[src/cwm_pkg.sv]
// Shared types, constants and codes for the convolution window engine.
// Used by cwm_mac and conv2d_window_mac; depends on nothing.
package cwm_pkg;

  localparam int MAX_WIDTH   = 32;
  localparam int MAX_HEIGHT  = 32;
  localparam int MAX_DEPTH   = 32;
  localparam int MAX_FILTER  = 5;
  localparam int MAX_FILTERS = 32;
  localparam int MAX_STRIDE  = 5;
  localparam int MAX_PAD     = 4;

  localparam int IN_STORE_SIZE = MAX_WIDTH * MAX_HEIGHT * MAX_DEPTH;
  localparam int W_STORE_SIZE  = MAX_FILTERS * MAX_FILTER * MAX_FILTER * MAX_DEPTH;
  localparam int B_STORE_SIZE  = MAX_FILTERS;

  localparam int IN_AW = $clog2(IN_STORE_SIZE);
  localparam int W_AW  = $clog2(W_STORE_SIZE);
  localparam int B_AW  = $clog2(B_STORE_SIZE);

  localparam int DATA_W = 16;
  localparam int ACC_W  = 42;
  localparam int CFG_W  = 6;

  typedef enum logic [1:0] {
    OP_LOAD_IN  = 2'd0,
    OP_LOAD_W   = 2'd1,
    OP_LOAD_B   = 2'd2,
    OP_COMPUTE  = 2'd3
  } cwm_op_e;

  typedef enum logic [2:0] {
    CFG_IN_WIDTH    = 3'd0,
    CFG_IN_HEIGHT   = 3'd1,
    CFG_IN_DEPTH    = 3'd2,
    CFG_FILTER_SIZE = 3'd3,
    CFG_NUM_FILTERS = 3'd4,
    CFG_STRIDE      = 3'd5,
    CFG_PAD         = 3'd6
  } cwm_cfg_e;

  typedef enum logic [3:0] {
    S_IDLE,
    S_CHECK,
    S_SETUP1,
    S_SETUP2,
    S_SETUP3,
    S_ROW,
    S_COL,
    S_CHAN,
    S_FLUSH,
    S_FINISH
  } cwm_state_e;

  typedef struct packed {
    cwm_op_e            op;
    logic        [14:0] index;
    logic signed [15:0] value;
    logic        [5:0]  out_x;
    logic        [5:0]  out_y;
    logic        [4:0]  filter_sel;
  } cwm_item_t;

  typedef struct packed {
    logic signed [31:0] out_value;
    logic               range_error;
    logic        [5:0]  res_x;
    logic        [5:0]  res_y;
    logic        [4:0]  res_filter;
  } cwm_result_t;

  typedef struct packed {
    logic clear;
    logic tap_valid;
  } cwm_mac_ctrl_t;

endpackage

[src/cwm_mac.sv]
// Multiply-accumulate unit: one registered 16x16 multiplier, a wide accumulator,
// bias add and saturation to 32 bits. Depends on cwm_pkg.
module cwm_mac (
  input  logic                        clk_i,
  input  logic                        rst_ni,
  input  cwm_pkg::cwm_mac_ctrl_t      ctrl_i,
  input  logic signed [15:0]          in_data_i,
  input  logic signed [15:0]          wt_data_i,
  input  logic signed [15:0]          bias_i,
  output logic signed [31:0]          sum_o,
  output logic                        pending_o
);
  import cwm_pkg::*;

  logic                    rd_valid_q;
  logic                    prod_valid_q;
  logic signed [31:0]      prod_q;
  logic signed [ACC_W-1:0] acc_q;
  logic signed [ACC_W-1:0] bias_ext;
  logic signed [ACC_W-1:0] total;
  logic [ACC_W-32:0]       top_bits;

  always_ff @(posedge clk_i or negedge rst_ni) begin
    if (!rst_ni) begin
      rd_valid_q   <= 1'b0;
      prod_valid_q <= 1'b0;
    end else begin
      rd_valid_q   <= ctrl_i.tap_valid;
      prod_valid_q <= rd_valid_q;
    end
  end

  always_ff @(posedge clk_i) begin
    prod_q <= in_data_i * wt_data_i;
    if (ctrl_i.clear) begin
      acc_q <= '0;
    end else if (prod_valid_q) begin
      acc_q <= acc_q + ACC_W'(prod_q);
    end
  end

  assign bias_ext = $signed({{(ACC_W-24){bias_i[15]}}, bias_i, 8'h00});
  assign total    = acc_q + bias_ext;
  assign top_bits = total[ACC_W-1:31];

  always_comb begin
    if ((&top_bits) || !(|top_bits)) begin
      sum_o = total[31:0];
    end else if (total[ACC_W-1]) begin
      sum_o = 32'sh8000_0000;
    end else begin
      sum_o = 32'sh7FFF_FFFF;
    end
  end

  assign pending_o = rd_valid_q | prod_valid_q;

endmodule

[config.mk]
export PLATFORM = sky130hd
export DESIGN_NAME = cwm_mac
export DESIGN_NICKNAME = d
export VERILOG_FILES = /design/src/cwm_pkg.sv /design/src/cwm_mac.sv
export SDC_FILE = /design/constraint.sdc
export NUM_CORES = 1
export LEC_CHECK = 0
export ABC_AREA = 1
export BUFFER_PORTS_ARGS = -buffer_cell sky130_fd_sc_hd__buf_2
export CAP_MARGIN = 0
export CORE_ASPECT_RATIO = 1.5
export CORE_MARGIN = 5
export CORE_UTILIZATION = 32
export CTS_CLUSTER_SIZE = 16
export DETAILED_ROUTE_END_ITERATION = 12
export GPL_TIMING_DRIVEN = 1
export HOLD_SLACK_MARGIN = 0.06
export SLEW_MARGIN = 10
export SYNTH_ARGS = -nofsm -noshare
export SYNTH_HDL_FRONTEND = slang
export SYNTH_SLANG_ARGS = --single-unit
[constraint.sdc]
create_clock -name clk_i -period 3.1 [get_ports clk_i]
set_clock_uncertainty 0.1 [all_clocks]
set_input_delay 0.155 -clock clk_i [delete_from_list [all_inputs] [get_ports clk_i]]
set_output_delay 0.155 -clock clk_i [all_outputs]
set_load 0.005 [all_outputs]
==> results of run 1 <==
-- repair_timing --
action / in CTS / in global routing
pin swaps: 119 / 118
gates cloned: 5 / 1
setup endpoints to repair: 58 / 57
resized for setup: 318 / 163
hold buffers: 3 / 0
setup buffers: 37 / 27
endpoints found under the hold margin: 3 / 0
-- registers in the layout, indices dropped and copies added, names as in the netlist --
signal	flops
prod_valid_q	1
rd_valid_q	1
acc_q	42
prod_q	32
-- cell usage in the layout, fill, tap and decap left out, types with 9 or more instances in the layout --
| cell | instances |
|---|---|
| ha_4 | 55 |
| buf_12 | 23 |
| xor2_1 | 46 |
| o21ai_1 | 13 |
| fa_2 | 19 |
| nand3_1 | 68 |
| nand2_1 | 659 |
| a21o_1 | 10 |
| nand2_2 | 65 |
| xnor2_1 | 26 |
| o21ai_0 | 69 |
| nor2_4 | 13 |
| o21bai_1 | 15 |
| inv_1 | 632 |
| fa_1 | 245 |
| a21oi_2 | 20 |
| nand2_4 | 34 |
| a21oi_4 | 9 |
| dfxtp_2 | 12 |
| inv_2 | 78 |
| nor3_1 | 11 |
| nand3_2 | 13 |
| nor2_2 | 30 |
| buf_8 | 10 |
| dfxtp_1 | 59 |
| a21oi_1 | 93 |
| ha_1 | 95 |
| nor2_1 | 188 |
| buf_2 | 52 |
| clkbuf_16 | 10 |
| buf_6 | 58 |
| buf_4 | 216 |
| nand4_1 | 14 |
-- layer usage --
metal / routed length, µm / share of wire, % / global-route usage (%) / up-vias
met3: 1381 / 2.4 / 1.326 / 123
met5: 0 / 0 / 0 / -
met2: 30520 / 54 / 34.63 / 319
met1: 22210 / 39 / 20.07 / 8313
met4: 2739 / 4.8 / 8.091 / 0
li1: - / - / - / 8798
-- layout make-up --
| cell class | count | area (µm²) | share of cell area, % |
|---|---|---|---|
| Multi-Input combinational cell | 1903 | 15780 | 64.12 |
| Timing Repair Buffer | 366 | 3293 | 13.38 |
| Inverter | 713 | 2680 | 10.89 |
| Sequential cell | 76 | 1559 | 6.335 |
| Tap cell | 770 | 963.4 | 3.915 |
| Clock buffer | 9 | 225.2 | 0.9152 |
| Clock inverter | 7 | 100.1 | 0.4068 |
| Timing Repair inverter | 1 | 7.507 | 0.03051 |
-- through the flow --
stage	setup WS [ns]	hold slack [ns]	utilization, %	std cells
4_1_cts	-1.758	0.1932	41.28	3819
3_3_place_gp	-2.365	-0.1570	37.75	3758
6_report	-1.751	0.1656	42.65	3845
3_5_place_dp	-2.439	-0.1562	37.75	3758
2_1_floorplan	-1.943	-0.2406	-	2767
5_1_grt	-1.895	0.1621	42.65	3845
-- final timing paths --
path                                               end  slack [ns]  cells after the start
max in group asynchronous       prod_valid_q$_DFF_PN0_        2.20                      3
worst min-delay path                 prod_q[0]$_DFF_P_        0.17                      4
worst max-delay path                prod_q[25]$_DFF_P_       -1.75                     20
min in group asynchronous       prod_valid_q$_DFF_PN0_        0.57                      3
worst min register to register  prod_valid_q$_DFF_PN0_        0.27                      0
worst max register to register  acc_q[28]$_SDFFE_PP0P_        0.31                     17
-- cells by family after synthesis --
kind of cell | count (synthesis)
flops | 76
xor+xnor | 76
compound gates | 275
fa+ha+maj | 420
buf+inv | 788
simple gates | 1132
-- worst max-delay path, stage by stage --
cell and delay (ns):
buf_12 0.10, bufbuf_16 0.25, nand2_1 0.07, fa_1 0.48
inv_1 0.05, fa_1 0.50, fa_1 0.57, fa_1 0.44
fa_1 0.50, inv_1 0.05, fa_1 0.47, inv_1 0.06
ha_4 0.25, a21oi_4 0.16, o21ai_2 0.07, a31oi_2 0.15
nand3_2 0.15, a21o_1 0.22, buf_4 0.14, xor2_1 0.16
-- cell usage after synthesis (6+ instances only) --
cell and count:
a21boi_0 6, a21o_1 10, a21oi_1 121, a31oi_1 12, buf_6 6, clkbuf_1 66, dfxtp_1 74, fa_1 264
ha_1 156, inv_1 694, inv_2 17, nand2_1 733, nand2_2 24, nand3_1 83, nand4_1 14, nor2_1 208
nor2_2 22, nor3_1 15, o211ai_1 6, o21ai_0 87, o21bai_1 17, or2_2 12, xnor2_1 30, xor2_1 46
==> impl_metrics.env, run 1 <==
export IMPL_h_tree_depth=3
export IMPL_min_from="in_data_i[0]"
export IMPL_avgRoutedWirePerCell_um=14.78
export IMPL_hold_path_class="in2reg"
export IMPL_yosysTopAreaCellShare_pct=28.39
export IMPL_portBuffers=84
export IMPL_crit_start="wt_data_i[9]"
export IMPL_dp_hpwl_um=48010
export IMPL_cp_max_fo=5
export IMPL_ys_warn_count=0
export IMPL_die_x_um=206.9
export IMPL_worstSetupEndpointType="flip-flop"
export IMPL_synth_top_area_cell="fa_1"
export IMPL_nFillCells=6014
export IMPL_area_delta_synth_final_pct=32.21
export IMPL_violations="setup timing"
export IMPL_syn_inst=2767
export IMPL_synthArstFlopShare_pct=2.632
export IMPL_cts_buffers_inserted=9
export IMPL_fin_crit_sh_pct=156.5
export IMPL_drtAntennaViolNets=0
export IMPL_gp_congestion=0.9539
export IMPL_n_antenna_cell=0
export IMPL_first_pass_iters=5
export IMPL_synth_simple_area_share_pct=24.90
export IMPL_critPathArrivalTime_ns=4.99
export IMPL_status="complete, but fails checks"
export IMPL_synth_nets=3239
export IMPL_grt_max_degree=60
export IMPL_slew_viol_final=0
export IMPL_synth_compound_area_share_pct=8.275
export IMPL_grt_setup_unrepaired="true"
export IMPL_clock_latency_ns=0.35
export IMPL_routed_wl_um=56850
export IMPL_synth_flop_cell="dfxtp_1"
export IMPL_drive_above_1_share_pct=25.59
export IMPL_final_cell_area_um2=24610
export IMPL_hold_viol=0
export IMPL_finalWorstSetupSlack_ns=-1.751
export IMPL_slew_headroom_pct=42.60
export IMPL_syn_area_um2=18610
export IMPL_remaining_drc_errors=0
export IMPL_cts_tree="built"
export IMPL_clockBufferDepth=2
export IMPL_pin_count=85
export IMPL_cts_root_buf="clkbuf_16"
export IMPL_grt_overflow_total=0
export IMPL_setup_tns_ns=-40.72
export IMPL_routed_via_density=4.565
export IMPL_setup_viol=57
export IMPL_dpl_cell_area_um2=21780
export IMPL_synth_xor_area_share_pct=3.576
export IMPL_min_period_ns=4.851
export IMPL_synth_top_family_by_area="adder cells"
export IMPL_row_count=108
export IMPL_critPathKind="in2reg"
export IMPL_ys_seq_area_share_pct=8.228
export IMPL_ys_types=44
export IMPL_core_area_um2=57700
export IMPL_finalNetCount=3542
export IMPL_synth_area_top_cells="fa_1 28%, nand2_1 15%, inv_1 14%, ha_1 10%, dfxtp_1 8.0%"
export IMPL_timing_rr_start="acc_q[0]$_SDFFE_PP0P_"
export IMPL_grt_pass1_vias=18380
export IMPL_die_area_um2=63190
export IMPL_cap_violations=0
export IMPL_synth_edf_count=0
export IMPL_clkSinkCount=76
export IMPL_cp_start_kind="input pin"
export IMPL_start_util_pct=32.26
export IMPL_die_h_um=305.4
export IMPL_antenna_found_initial=0
export IMPL_muxShareOfSynthArea_pct=0
export IMPL_fmax_mhz=206.2
export IMPL_drtIter0Drc=676
export IMPL_ys_ff_latch=76
export IMPL_yosys_area_share_adder_pct=38.88
export IMPL_critPathRequiredTime_ns=3.24
export IMPL_grt_pass1_wl_um=91870
export IMPL_postSynthAreaPerCell_um2=6.727
export IMPL_grt_util_all_layers_pct=18.09
export IMPL_clkSlewWorstSetupHoldPaths_ns=0.06
export IMPL_vias=17550
export IMPL_tightest_slew_ns=0.8557
Power of run 1 is not shown: default switching activity piles up to over one toggle a cycle in this logic, so the estimate is an artifact.
==> run 2, diff against run 1 <==
- CAP_MARGIN: 0 -> 20
- RECOVER_POWER: unset -> 100
- SLEW_MARGIN: 10 -> 20
==> impl_metrics.env, run 2 (synthesis gave the netlist of run 1 again) <==
export IMPL_met1_length_um=22170
export IMPL_status="complete, but fails checks"
export IMPL_cp_max_fo=7
export IMPL_nFillCells=6028
export IMPL_cp_start_kind="input pin"
export IMPL_core_area_um2=57700
export IMPL_area_delta_synth_final_pct=31.85
export IMPL_grt_pass1_vias=18380
export IMPL_remaining_drc_errors=0
export IMPL_grt_overflow_total=0
export IMPL_start_util_pct=32.26
export IMPL_largestRegisters="acc_q x42, prod_q x32"
export IMPL_drtIter0Drc=656
export IMPL_min_period_ns=4.882
export IMPL_grt_util_all_layers_pct=18.09
export IMPL_tightest_slew_ns=1.276
export IMPL_cts_root_buf="clkbuf_16"
export IMPL_clkSinkCount=76
export IMPL_cap_violations=0
export IMPL_first_pass_iters=5
export IMPL_portBuffers=84
export IMPL_critPathKind="in2reg"
export IMPL_die_area_um2=63190
export IMPL_dpl_cell_area_um2=21780
export IMPL_cts_buffers_inserted=9
export IMPL_hold_path_class="in2reg"
export IMPL_route_met3_wl_um=1420
export IMPL_clockBufferDepth=2
export IMPL_highest_signal_layer="met4"
export IMPL_pin_count=85
export IMPL_clock_latency_ns=0.36
export IMPL_gp_congestion=0.9539
export IMPL_multi_input_area_um2=15780
export IMPL_cts_tree="built"
export IMPL_final_cell_mix="659 x nand2_1, 632 x inv_1, 245 x fa_1"
export IMPL_setup_viol=58
export IMPL_largest_reg_flops=42
export IMPL_critPathRequiredTime_ns=3.24
export IMPL_slew_headroom_pct=14.94
export IMPL_slew_viol_final=0
export IMPL_finalWorstSetupSlack_ns=-1.782
export IMPL_worstSetupEndpointType="flip-flop"
export IMPL_clkSlewWorstSetupHoldPaths_ns=0.06
export IMPL_dp_hpwl_um=48010
export IMPL_routed_via_density=4.557
export IMPL_row_count=108
export IMPL_finalNetCount=3542
export IMPL_drive_above_1_share_pct=25.07
export IMPL_n_antenna_cell=0
export IMPL_seq_area_um2=1551
export IMPL_regMostFlops="acc_q"
export IMPL_critPathArrivalTime_ns=5.03
export IMPL_pre_cts_slack_ns=-2.439
export IMPL_grt_max_degree=60
export IMPL_antenna_found_initial=0
export IMPL_avgRoutedWirePerCell_um=14.79
export IMPL_fin_crit_sh_pct=157.5
export IMPL_die_x_um=206.9
export IMPL_hold_viol=0
export IMPL_grt_pass1_wl_um=91870
export IMPL_final_cell_area_um2=24540
export IMPL_vias=17520
export IMPL_h_tree_depth=3
export IMPL_routed_wl_um=56870
export IMPL_grt_setup_unrepaired="true"
export IMPL_setup_tns_ns=-44.34
export IMPL_final_common_cell="nand2_1"
export IMPL_drtAntennaViolNets=0
export IMPL_route_met2_wl_um=30540
export IMPL_fmax_mhz=204.8
export IMPL_violations="setup timing"
export IMPL_die_h_um=305.4
[run 2: cell types whose count changed in the layout (fill, tap and decap cells not counted), moves of 2 or more]
| cell | before | now |
|---|---|---|
| a21boi_0 | 6 | 8 |
| clkbuf_4 | 0 | 4 |
| clkbuf_1 | 0 | 13 |
| buf_4 | 216 | 200 |
| dfxtp_4 | 3 | 1 |
| dfxtp_1 | 59 | 61 |
| a21boi_1 | 2 | 0 |
[run 2: final timing paths]
kind,startpoint,endpoint,slack (ns),cells after the start
min reg2reg,rd_valid_q$_DFF_PN0_,prod_valid_q$_DFF_PN0_,0.27,0
min,in_data_i[0],prod_q[0]$_DFF_P_,0.17,4
min in group asynchronous,rst_ni,prod_valid_q$_DFF_PN0_,0.57,3
max,wt_data_i[1],prod_q[25]$_DFF_P_,-1.78,24
max in group asynchronous,rst_ni,prod_valid_q$_DFF_PN0_,2.20,3
max reg2reg,acc_q[0]$_SDFFE_PP0P_,acc_q[28]$_SDFFE_PP0P_,0.11,17
[run 2: through the flow]
stage | hold WS (ns) | std cells | util (%)
global placement | -0.1570 | 3758 | 37.75
detailed placement | -0.1562 | 3758 | 37.75
CTS | 0.1932 | 3819 | 41.28
floorplan | -0.2406 | 2767 | -
global route | 0.1621 | 3845 | 42.53
finish | 0.1663 | 3845 | 42.53
[run 2: what timing repair did]
| item | CTS | global route |
|---|---|---|
| pin swaps | 119 | 118 |
| hold buffers | 3 | 0 |
| gates resized for setup | 318 | 163 |
| setup buffers | 37 | 27 |
| endpoints found under the setup margin | 58 | 57 |
| hold endpoints to repair | 3 | 0 |
| gates cloned | 5 | 1 |
[run 2: routing by layer]
| metal | vias to the layer above | GRT usage, % |
|---|---|---|
| li1 | 8795 | - |
| met1 | 8300 | 20.07 |
| met2 | 309 | 34.63 |
| met3 | 117 | 1.326 |
| met4 | 0 | 8.091 |
| met5 | - | 0 |
[run 2: layout make-up]
cell class,instances,area share (%)
sequential,76,6.322
timing repair inverter,1,0.03059
multi-input combinational,1903,64.29
inverter,713,10.92
tap,770,3.926
timing repair buffer,366,13.19
clock inverter,7,0.4079
clock buffer,9,0.9177
[run 2: worst max-delay path: stages]
cell	delay, ns
buf_12	0.10
buf_8	0.11
buf_8	0.09
clkbuf_1	0.40
nand2_2	0.10
inv_2	0.07
fa_1	0.42
fa_1	0.46
ha_2	0.19
fa_1	0.47
inv_1	0.05
fa_1	0.44
fa_1	0.51
inv_2	0.05
ha_4	0.25
a21oi_4	0.20
o21ai_2	0.10
nand2_1	0.09
nand2_2	0.07
nand2_1	0.07
nand3_2	0.13
a21o_1	0.22
buf_4	0.14
xor2_1	0.16
Power of run 2 is left out for the same reason.
